<file path="src/hw/rtl/toes_pkg.sv">
// ----------------------------------------------------------------------------
// toes_pkg
// Shared types and codes for the timed overlay entry scheduler.
// ----------------------------------------------------------------------------
package toes_pkg;

  localparam int FLAG_BITS = 3;
  localparam int F_VALID   = 0;
  localparam int F_ACTIVE  = 1;
  localparam int F_CLEAR   = 2;

  localparam int SPRITE_BITS = 16;
  localparam int KIND_BITS   = 3;
  localparam int DUR_BITS    = 32;
  localparam int TICK_BITS   = 20;
  localparam int DDUR_BITS   = 27;

  localparam logic [1:0] CMD_ADD   = 2'd0;
  localparam logic [1:0] CMD_TICK  = 2'd1;
  localparam logic [1:0] CMD_SET   = 2'd2;
  localparam logic [1:0] CMD_FLUSH = 2'd3;

  localparam logic [2:0] KIND_REMOVE  = 3'd0;
  localparam logic [2:0] KIND_SHOW    = 3'd1;
  localparam logic [2:0] KIND_STORED  = 3'd2;
  localparam logic [2:0] KIND_FULL    = 3'd3;
  localparam logic [2:0] KIND_TICK    = 3'd4;
  localparam logic [2:0] KIND_TIMESET = 3'd5;
  localparam logic [2:0] KIND_FLUSH   = 3'd6;

  localparam logic [1:0] REG_TICK_INTERVAL = 2'd0;
  localparam logic [1:0] REG_DEFAULT_DUR   = 2'd1;

  localparam logic [1:0] CELL_HOLD     = 2'd0;
  localparam logic [1:0] CELL_ROTATE   = 2'd1;
  localparam logic [1:0] CELL_COLLAPSE = 2'd2;
  localparam logic [1:0] CELL_INSERT   = 2'd3;

  typedef struct packed {
    logic [1:0]             op;
    logic [FLAG_BITS-1:0]   new_flags;
    logic [SPRITE_BITS-1:0] new_sprite;
  } cell_ctrl_t;

endpackage

</file>
<file path="src/hw/rtl/toes_cell.sv">
// ----------------------------------------------------------------------------
// toes_cell
// One table entry; rotates toward the head, collapses over killed entries,
// or takes a new entry when it is the first free slot.
// ----------------------------------------------------------------------------
module toes_cell #(
  parameter int TIME_BITS = 40
) (
  input  logic                             clk,
  input  logic                             rst,
  input  toes_pkg::cell_ctrl_t             ctrl,
  input  logic                             hole_in,
  input  logic                             left_valid,
  input  logic [TIME_BITS-1:0]             new_start,
  input  logic [TIME_BITS-1:0]             new_stop,
  input  logic [TIME_BITS-1:0]             r_start,
  input  logic [TIME_BITS-1:0]             r_stop,
  input  logic [toes_pkg::SPRITE_BITS-1:0] r_sprite,
  input  logic [toes_pkg::FLAG_BITS-1:0]   r_flags,
  input  logic                             r_kill,
  output logic [TIME_BITS-1:0]             start,
  output logic [TIME_BITS-1:0]             stop,
  output logic [toes_pkg::SPRITE_BITS-1:0] sprite,
  output logic [toes_pkg::FLAG_BITS-1:0]   flags,
  output logic                             kill,
  output logic                             hole_out
);

  logic take_right;
  logic take_new;

  assign hole_out   = hole_in | kill;
  assign take_right = (ctrl.op == toes_pkg::CELL_ROTATE) ||
                      ((ctrl.op == toes_pkg::CELL_COLLAPSE) && hole_out);
  assign take_new   = (ctrl.op == toes_pkg::CELL_INSERT) &&
                      !flags[toes_pkg::F_VALID] && left_valid;

  always_ff @(posedge clk) begin
    if (rst) begin
      flags <= '0;
      kill  <= 1'b0;
    end else if (take_right) begin
      flags <= r_flags;
      kill  <= r_kill;
    end else if (take_new) begin
      flags <= ctrl.new_flags;
      kill  <= 1'b0;
    end
  end

  always_ff @(posedge clk) begin
    if (take_right) begin
      start  <= r_start;
      stop   <= r_stop;
      sprite <= r_sprite;
    end else if (take_new) begin
      start  <= new_start;
      stop   <= new_stop;
      sprite <= ctrl.new_sprite;
    end
  end

endmodule

</file>
<file path="src/hw/rtl/timed_overlay_entry_scheduler_top.sv">
// Throughput: one item at a time; a tick walks the cell ring three or four
// times, one cell a cycle while the output is not stalled (the collapse walk
// does not wait), and each step of the other walks can post one result beat.
// Reset (rst, synchronous): table empty, current time zero, registers at
// defaults, no beat pending.
// ----------------------------------------------------------------------------
// timed_overlay_entry_scheduler_top
// Timed overlay entry table as a ring of cells with a walking controller.
// ----------------------------------------------------------------------------
module timed_overlay_entry_scheduler_top #(
  parameter int ENTRIES   = 16,
  parameter int TIME_BITS = 40
) (
  input  logic                             clk,
  input  logic                             rst,
  input  logic                             cfg_valid,
  output logic                             cfg_ready,
  input  logic [1:0]                       cfg_index,
  input  logic [toes_pkg::DDUR_BITS-1:0]   cfg_data,
  input  logic                             in_valid,
  output logic                             in_ready,
  input  logic [1:0]                       cmd,
  input  logic [TIME_BITS-1:0]             time_value,
  input  logic [toes_pkg::DUR_BITS-1:0]    duration,
  input  logic [toes_pkg::SPRITE_BITS-1:0] sprite_id,
  input  logic                             clear_marker,
  output logic                             out_valid,
  input  logic                             out_ready,
  output logic [toes_pkg::KIND_BITS-1:0]   kind,
  output logic [toes_pkg::SPRITE_BITS-1:0] sprite_id_res,
  output logic                             last
);

  localparam int CW = (ENTRIES > 1) ? $clog2(ENTRIES) : 1;
  localparam logic [CW-1:0] LAST_IDX = CW'(ENTRIES - 1);

  localparam logic [2:0] S_IDLE  = 3'd0;
  localparam logic [2:0] S_ADD   = 3'd1;
  localparam logic [2:0] S_W1    = 3'd2;
  localparam logic [2:0] S_W2    = 3'd3;
  localparam logic [2:0] S_COL   = 3'd4;
  localparam logic [2:0] S_W3    = 3'd5;
  localparam logic [2:0] S_FLUSH = 3'd6;
  localparam logic [2:0] S_FIN   = 3'd7;

  logic [2:0]                       state, state_next;
  logic [CW-1:0]                    cnt, cnt_next;
  logic                             clear_hit, clear_hit_next;
  logic [2:0]                       fin_kind, fin_kind_next;
  logic [toes_pkg::TICK_BITS-1:0]   tick_interval;
  logic [toes_pkg::DDUR_BITS-1:0]   default_duration;
  logic [TIME_BITS-1:0]             current_time, current_time_next;
  logic [TIME_BITS-1:0]             tv;
  logic [toes_pkg::DUR_BITS-1:0]    dur;
  logic [toes_pkg::SPRITE_BITS-1:0] spr;
  logic                             marker;

  logic [TIME_BITS-1:0]             c_start  [ENTRIES+1];
  logic [TIME_BITS-1:0]             c_stop   [ENTRIES+1];
  logic [toes_pkg::SPRITE_BITS-1:0] c_sprite [ENTRIES+1];
  logic [toes_pkg::FLAG_BITS-1:0]   c_flags  [ENTRIES+1];
  logic                             c_kill   [ENTRIES+1];
  logic                             hole     [ENTRIES+1];
  logic                             lvalid   [ENTRIES+1];
  logic [ENTRIES-1:0]               valid_vec;
  logic [ENTRIES-1:0]               kill_vec;
  logic [toes_pkg::FLAG_BITS-1:0]   t_flags;
  logic                             t_kill;

  toes_pkg::cell_ctrl_t             ctrl;
  logic [TIME_BITS-1:0]             new_stop;
  logic [TIME_BITS:0]               stop_sum;
  logic [TIME_BITS:0]               time_sum;
  logic [toes_pkg::DUR_BITS-1:0]    dur_sel;

  logic                             can_step;
  logic                             emit;
  logic [2:0]                       emit_kind;
  logic [toes_pkg::SPRITE_BITS-1:0] emit_spr;
  logic                             emit_last;

  logic                             h_valid, h_active, h_clear, h_shown;
  logic                             h_due_stop, h_due_start;
  logic                             full;

  assign cfg_ready = 1'b1;
  assign in_ready  = (state == S_IDLE);
  assign can_step  = !out_valid || out_ready;

  always_ff @(posedge clk) begin
    if (rst) begin
      tick_interval    <= toes_pkg::TICK_BITS'(16667);
      default_duration <= toes_pkg::DDUR_BITS'(2000000);
    end else if (cfg_valid) begin
      unique case (cfg_index)
        toes_pkg::REG_TICK_INTERVAL: tick_interval    <= cfg_data[toes_pkg::TICK_BITS-1:0];
        toes_pkg::REG_DEFAULT_DUR:   default_duration <= cfg_data;
        default: ;
      endcase
    end
  end

  always_ff @(posedge clk) begin
    if (in_valid && in_ready) begin
      tv     <= time_value;
      dur    <= duration;
      spr    <= sprite_id;
      marker <= clear_marker;
    end
  end

  // ring: cell i takes from i+1, the tail from the head, with flags and kill from the controller
  assign hole[0]   = 1'b0;
  assign lvalid[0] = 1'b1;

  assign c_start[ENTRIES]  = c_start[0];
  assign c_stop[ENTRIES]   = c_stop[0];
  assign c_sprite[ENTRIES] = c_sprite[0];
  assign c_flags[ENTRIES]  = t_flags;
  assign c_kill[ENTRIES]   = t_kill;

  for (genvar g = 0; g < ENTRIES; g++) begin : g_cell
    toes_cell #(.TIME_BITS(TIME_BITS)) u_cell (
      .clk        (clk),
      .rst        (rst),
      .ctrl       (ctrl),
      .hole_in    (hole[g]),
      .left_valid (lvalid[g]),
      .new_start  (tv),
      .new_stop   (new_stop),
      .r_start    (c_start[g+1]),
      .r_stop     (c_stop[g+1]),
      .r_sprite   (c_sprite[g+1]),
      .r_flags    (c_flags[g+1]),
      .r_kill     (c_kill[g+1]),
      .start      (c_start[g]),
      .stop       (c_stop[g]),
      .sprite     (c_sprite[g]),
      .flags      (c_flags[g]),
      .kill       (c_kill[g]),
      .hole_out   (hole[g+1])
    );
    assign lvalid[g+1]  = c_flags[g][toes_pkg::F_VALID];
    assign valid_vec[g] = c_flags[g][toes_pkg::F_VALID];
    assign kill_vec[g]  = c_kill[g];
  end

  assign full        = c_flags[ENTRIES-1][toes_pkg::F_VALID];
  assign h_valid     = c_flags[0][toes_pkg::F_VALID];
  assign h_active    = c_flags[0][toes_pkg::F_ACTIVE];
  assign h_clear     = c_flags[0][toes_pkg::F_CLEAR];
  assign h_shown     = h_valid && h_active && !h_clear;
  assign h_due_stop  = h_valid && (current_time >= c_stop[0]);
  assign h_due_start = h_valid && !h_active && (current_time >= c_start[0]);

  assign dur_sel  = (dur != '0) ? dur : toes_pkg::DUR_BITS'(default_duration);
  assign stop_sum = {1'b0, tv} + (TIME_BITS+1)'(dur_sel);
  assign new_stop = marker ? tv :
                    (stop_sum[TIME_BITS] ? {TIME_BITS{1'b1}} : stop_sum[TIME_BITS-1:0]);
  assign time_sum = {1'b0, current_time} + (TIME_BITS+1)'(tick_interval);

  always_comb begin
    state_next        = state;
    cnt_next          = cnt;
    clear_hit_next    = clear_hit;
    fin_kind_next     = fin_kind;
    current_time_next = current_time;
    ctrl.op           = toes_pkg::CELL_HOLD;
    ctrl.new_flags    = marker ? toes_pkg::FLAG_BITS'((1 << toes_pkg::F_VALID) |
                                                      (1 << toes_pkg::F_CLEAR))
                               : toes_pkg::FLAG_BITS'(1 << toes_pkg::F_VALID);
    ctrl.new_sprite   = marker ? '0 : spr;
    t_flags           = c_flags[0];
    t_kill            = c_kill[0];
    emit              = 1'b0;
    emit_kind         = toes_pkg::KIND_REMOVE;
    emit_spr          = c_sprite[0];
    emit_last         = 1'b0;

    unique case (state)
      S_IDLE: begin
        cnt_next       = '0;
        clear_hit_next = 1'b0;
        if (in_valid) begin
          unique case (cmd)
            toes_pkg::CMD_ADD:   state_next = S_ADD;
            toes_pkg::CMD_TICK:  state_next = S_W1;
            toes_pkg::CMD_SET: begin
              state_next    = S_FIN;
              fin_kind_next = toes_pkg::KIND_TIMESET;
            end
            toes_pkg::CMD_FLUSH: state_next = S_FLUSH;
            default: ;
          endcase
        end
      end
      S_ADD: begin
        if (can_step) begin
          emit       = 1'b1;
          emit_last  = 1'b1;
          emit_spr   = '0;
          emit_kind  = full ? toes_pkg::KIND_FULL : toes_pkg::KIND_STORED;
          ctrl.op    = full ? toes_pkg::CELL_HOLD : toes_pkg::CELL_INSERT;
          state_next = S_IDLE;
        end
      end
      S_W1: begin
        t_kill = h_due_stop;
        if (can_step) begin
          ctrl.op  = toes_pkg::CELL_ROTATE;
          emit     = h_due_stop && h_shown;
          cnt_next = cnt + CW'(1);
          if (h_due_stop && h_clear) clear_hit_next = 1'b1;
          if (cnt == LAST_IDX) begin
            cnt_next   = '0;
            state_next = (clear_hit || (h_due_stop && h_clear)) ? S_W2 : S_COL;
          end
        end
      end
      S_W2: begin
        if (!c_kill[0] && h_valid && h_active) t_kill = 1'b1;
        if (can_step) begin
          ctrl.op  = toes_pkg::CELL_ROTATE;
          emit     = !c_kill[0] && h_shown;
          cnt_next = cnt + CW'(1);
          if (cnt == LAST_IDX) begin
            cnt_next   = '0;
            state_next = S_COL;
          end
        end
      end
      S_COL: begin
        ctrl.op  = toes_pkg::CELL_COLLAPSE;
        t_flags  = '0;
        t_kill   = 1'b0;
        cnt_next = cnt + CW'(1);
        if (cnt == LAST_IDX) begin
          cnt_next   = '0;
          state_next = S_W3;
        end
      end
      S_W3: begin
        if (h_due_start) t_flags[toes_pkg::F_ACTIVE] = 1'b1;
        emit_kind = toes_pkg::KIND_SHOW;
        if (can_step) begin
          ctrl.op  = toes_pkg::CELL_ROTATE;
          emit     = h_due_start && !h_clear;
          cnt_next = cnt + CW'(1);
          if (cnt == LAST_IDX) begin
            cnt_next      = '0;
            state_next    = S_FIN;
            fin_kind_next = toes_pkg::KIND_TICK;
          end
        end
      end
      S_FLUSH: begin
        t_flags = '0;
        t_kill  = 1'b0;
        if (can_step) begin
          ctrl.op  = toes_pkg::CELL_ROTATE;
          emit     = h_shown;
          cnt_next = cnt + CW'(1);
          if (cnt == LAST_IDX) begin
            cnt_next      = '0;
            state_next    = S_FIN;
            fin_kind_next = toes_pkg::KIND_FLUSH;
          end
        end
      end
      S_FIN: begin
        if (can_step) begin
          emit       = 1'b1;
          emit_last  = 1'b1;
          emit_spr   = '0;
          emit_kind  = fin_kind;
          state_next = S_IDLE;
          if (fin_kind == toes_pkg::KIND_TIMESET) begin
            current_time_next = tv;
          end else if (fin_kind == toes_pkg::KIND_TICK) begin
            current_time_next = time_sum[TIME_BITS] ? {TIME_BITS{1'b1}}
                                                    : time_sum[TIME_BITS-1:0];
          end
        end
      end
      default: state_next = S_IDLE;
    endcase
  end

  always_ff @(posedge clk) begin
    if (rst) begin
      state        <= S_IDLE;
      cnt          <= '0;
      clear_hit    <= 1'b0;
      fin_kind     <= toes_pkg::KIND_TICK;
      current_time <= '0;
      out_valid    <= 1'b0;
    end else begin
      state        <= state_next;
      cnt          <= cnt_next;
      clear_hit    <= clear_hit_next;
      fin_kind     <= fin_kind_next;
      current_time <= current_time_next;
      if (emit) begin
        out_valid <= 1'b1;
      end else if (out_ready) begin
        out_valid <= 1'b0;
      end
    end
  end

  always_ff @(posedge clk) begin
    if (emit) begin
      kind          <= emit_kind;
      sprite_id_res <= emit_spr;
      last          <= emit_last;
    end
  end

`ifndef SYNTHESIS
  a_no_kill_after_col: assert property (@(posedge clk) disable iff (rst)
    (state == S_COL && cnt == LAST_IDX) |=> (kill_vec == '0))
    else $error("killed entries left after collapse");

  a_compact_idle: assert property (@(posedge clk) disable iff (rst)
    (state == S_IDLE) |-> (((valid_vec + ENTRIES'(1)) & valid_vec) == '0))
    else $error("table not compacted while idle");

  a_accept_leaves_idle: assert property (@(posedge clk) disable iff (rst)
    (in_valid && in_ready) |=> !in_ready)
    else $error("accepted beat did not start work");

  a_emit_needs_room: assert property (@(posedge clk) disable iff (rst)
    emit |-> (!out_valid || out_ready))
    else $error("result beat overwrote pending beat");
`endif

endmodule
</file>
<file path="config.mk">
export PLATFORM = sky130hd
export DESIGN_NAME = timed_overlay_entry_scheduler_top
export DESIGN_NICKNAME = d
export VERILOG_FILES = /design/src/hw/rtl/toes_pkg.sv /design/src/hw/rtl/toes_cell.sv /design/src/hw/rtl/timed_overlay_entry_scheduler_top.sv
export SDC_FILE = /design/constraint.sdc
export NUM_CORES = 2
export LEC_CHECK = 0
export BUFFER_PORTS_ARGS = -buffer_cell sky130_fd_sc_hd__buf_4
export CAP_MARGIN = 20
export CORE_ASPECT_RATIO = 0.5
export CORE_UTILIZATION = 59
export CTS_BUF_LIST = sky130_fd_sc_hd__clkbuf_8
export CTS_CLUSTER_SIZE = 20
export DETAILED_ROUTE_END_ITERATION = 12
export GPL_TIMING_DRIVEN = 1
export PLACE_DENSITY = 0.83
export RECOVER_POWER = 100
export REMOVE_ABC_BUFFERS = 1
export SLEW_MARGIN = 10
export SYNTH_ARGS = -nofsm -noshare
export SYNTH_HDL_FRONTEND = slang
export SYNTH_SLANG_ARGS = --single-unit
</file>
<file path="constraint.sdc">
create_clock -name clk -period 4.7 [get_ports clk]
set_input_delay 0.235 -clock clk [delete_from_list [all_inputs] [get_ports clk]]
set_output_delay 0.235 -clock clk [all_outputs]
set_load 0.01 [all_outputs]
</file>
==> results.tsv <==
metric	value	unit
fmax	213	MHz
dr.pass1.iters	7	
async_flop_share	0	%
status	finished, violations left	
hold_end	default_duration[20]$_SDFFE_PP1P_	
wire_per_inst	25.2	um
via_per_inst	6.27	
synth_top_area_share	61.4	%
area_growth	12.5	%
synth_ff_type	edfxtp_1	
finalCritPeriodShare	99.8	%
setup_violations	0	
grt-ovfl-total	0	
switchingPower	33.9	mW
drive_above_1_share	9.15	%
tightestPinTransition	2440	ps
r2r_end	g_cell[4].u_cell.sprite[2]$_DFFE_PP_	
die_w	524	um
drcViolationCount	0	
p_int	43.6	mW
crit_path_frequent_cell	clkbuf_1	
gp_congestion	1.04	
p_seq_share	42.9	%
yosysTopAreaCell	edfxtp_1	
top_usage_layer	met2	
crit_slowest_cell	clkbuf_4	
critPathKind	reg2reg	
grt_pass1_wl	371	mm
layout_commonest_cell	nand2_1	
ys_warn_count	0	
root_buffer	clkbuf_8	
synth.area.mux_share	0.129	%
r2r-start	state[0]$_SDFFE_PP0P_	
ys_seq_elements	1807	
grt_max_degree	155	
hp-class	in2reg	
antenna_left	0	
wl	250	mm
synth_edf_count	1645	
max-cap-violations	16	
multi_input_area	0.0252	mm2
grt_use_met1	49.6	%
grtUsageTotal	36.3	%
violations	max-capacitance violations, max-slew violations	
power_frac_comb	42.6	%
grt_pass1_vias	59975	
cts_tree	done	
synth_compound_area_share	11.6	%
syn_avg_cell_area	10.5	um2
ff2ff_path_depth	7	
cts_buffers	236	
synthAdderAreaFrac	2.12	%
layout_min_cycle_time	4690	ps
first_iter_violations	9678	
cp-start-kind	flip-flop	
switching_share	43.7	%
end_kind	flip-flop	
die_h	263	um
synth_xor_area_share	0.435	%
critPathRequiredTime	5270	ps
synth_cells	7680	
p_leak	34.0	nW
skew	53.4	ps
crit_fanout	44	
worstPathArrival	5260	ps
ir_drop	1430	uV
cts_max_level	4	
p_clk_share	14.5	%
antenna_found_initial	16	
fin_util	67.2	%
cpPeakStageDelay	1000	ps
synth_cell_types	92	
min_path_cells	4	
power	77.5	mW
port_buffers	146	
sequential_cell_area	0.0526	mm2
fin_nets	8205	
hold_viol	0	
drv_slew	979	
clock-sinks	1807	
hold_start	cfg_data[20]	
fp-row-count	95	
io-pin-count	148	
clk_path_buf_depth	3	
synthTopCellsByArea	edfxtp_1 (61%), nand2_1 (13%), o21ai_0 (5.9%), dfxtp_1 (4.0%), ha_1 (2.1%)	
clock_latency	1000	ps
vias	62359	
p_per_area	856	mW/mm2
r2r_slack	7	ps
yosys.area_share.simple	16.8	%
nFillCells	9572	
use_met3	12.3	%
grt_use_met2	52.8	%
synth_seq_area_share	65.4	%
die_area	0.138	mm2
coreArea	0.135	mm2
synth_area	0.0805	mm2
slew_headroom	-62.8	%
synth_top_family_by_area	simple AND/OR/NAND/NOR gates	
mostFrequentLayoutCells	nand2_1 (2,873), edfxtp_1 (1,645), o21ai_0 (962)	
path_clk_slew	70	ps
start_util	59.7	%
path_cells	clkbuf_1, nor3b_1, clkbuf_1, o21ai_0, and2_2, nand2_1, clkbuf_4	
dp_hpwl	145	mm
==> how the worst max path moves through the flow <==
stage / from / to
floorplan: state[2]$_SDFFE_PP0P_ / g_cell[13].u_cell.sprite[0]$_DFFE_PP_
global placement: dur[24]$_DFFE_PP_ / g_cell[9].u_cell.stop[39]$_DFFE_PP_
detailed placement: dur[24]$_DFFE_PP_ / g_cell[10].u_cell.stop[29]$_DFFE_PP_
CTS: dur[25]$_DFFE_PP_ / g_cell[3].u_cell.stop[29]$_DFFE_PP_
global route: dur[30]$_DFFE_PP_ / g_cell[4].u_cell.stop[10]$_DFFE_PP_
finish: state[0]$_SDFFE_PP0P_ / g_cell[4].u_cell.sprite[2]$_DFFE_PP_
==> cells by family (layout without fill, tap and decap cells) <==
family	count (synthesis)	count (layout)
other	1	10
muxes	9	9
adders and majority gates	135	135
DFF	1807	1807
and+or+nand+nor	3398	3398
xor gates and xnor gates	40	40
AOI/OAI and AO/OA	1588	1588
buffers and inverters	702	1162
==> critical path, delay by kind of cell, from the launching register on <==
kind | cells | cell delay [ps]
compound gates | 1 | 200
flops | 1 | 480
buf+inv | 3 | 1680
simple gates | 3 | 1850
==> synthesized netlist by cell type, drive strengths merged, types with 29 or more instances <==
library cell / instances
a211oi: 31
a21o: 63
a21oi: 256
and2: 34
buf: 161
clkbuf: 429
dfxtp: 162
edfxtp: 1645
ha: 133
inv: 112
nand2: 2891
nand3: 96
nor2: 176
nor3: 41
o21ai: 983
o22ai: 29
o31ai: 53
==> layer usage <==
metal	part of all wire (%)	wire, um
met1	36	90100
met2	43	107000
met3	17	41600
met4	4.7	11900
met5	0.079	197
==> per-stage QoR <==
stage | instance area [um2] | setup TNS [ps] | cells | hold WS, ps | setup slack, ps
after floorplan | 78100 | -6110700 | 7090 | 304 | -6970
after global placement | 84600 | -1030 | 9261 | 413 | -40.3
after detailed placement | 84600 | -10.6 | 9261 | 414 | -7.42
after CTS | 91300 | 0 | 9926 | 1.19 | 61.0
after global routing | 90500 | -18.9 | 9937 | 85.7 | -9.59
final | 90500 | 0 | 9943 | 83.3 | 7.26
==> sequential cells by signal, indices dropped and copies added (netlist names), 2 cells and up <==
| name | count |
|---|---|
| cnt | 4 |
| current_time | 40 |
| default_duration | 27 |
| dur | 32 |
| fin_kind | 2 |
| g_cell.u_cell.flags | 48 |
| g_cell.u_cell.kill | 16 |
| g_cell.u_cell.sprite | 256 |
| g_cell.u_cell.start | 640 |
| g_cell.u_cell.stop | 640 |
| kind | 3 |
| spr | 16 |
| sprite_id_res | 16 |
| state | 3 |
| tick_interval | 20 |
| tv | 40 |
==> area by class of cell <==
cell class / count / share of cell area (%)
Multi-Input combinational cell: 5171 / 27.8
Sequential cell: 1807 / 58.1
Tap cell: 1794 / 2.48
Timing Repair Buffer: 617 / 6.26
Antenna cell: 9 / 0.0249
Clock buffer: 246 / 3.74
Inverter: 112 / 0.466
Clock inverter: 187 / 1.06
==> power groups by stage <==
stage	Combinational [mW]	Sequential (mW)	Clock (mW)
2_1_floorplan	18.4	33.3	0
3_3_place_gp	31.0	32.8	0
3_5_place_dp	32.3	33.1	0
4_1_cts	32.6	32.9	11.2
5_1_grt	34.9	33.8	11.9
6_report	33.0	33.2	11.3
==> timing repair <==
item	CTS	global route
pin swaps	0	3
endpoints found under the setup margin	31	437
hold buffers	232	1
gates resized for setup	1	10
gates cloned	0	1
setup buffers	0	3
hold endpoints to repair	243	6
No activity file was read; power rests on OpenSTA's default activity.
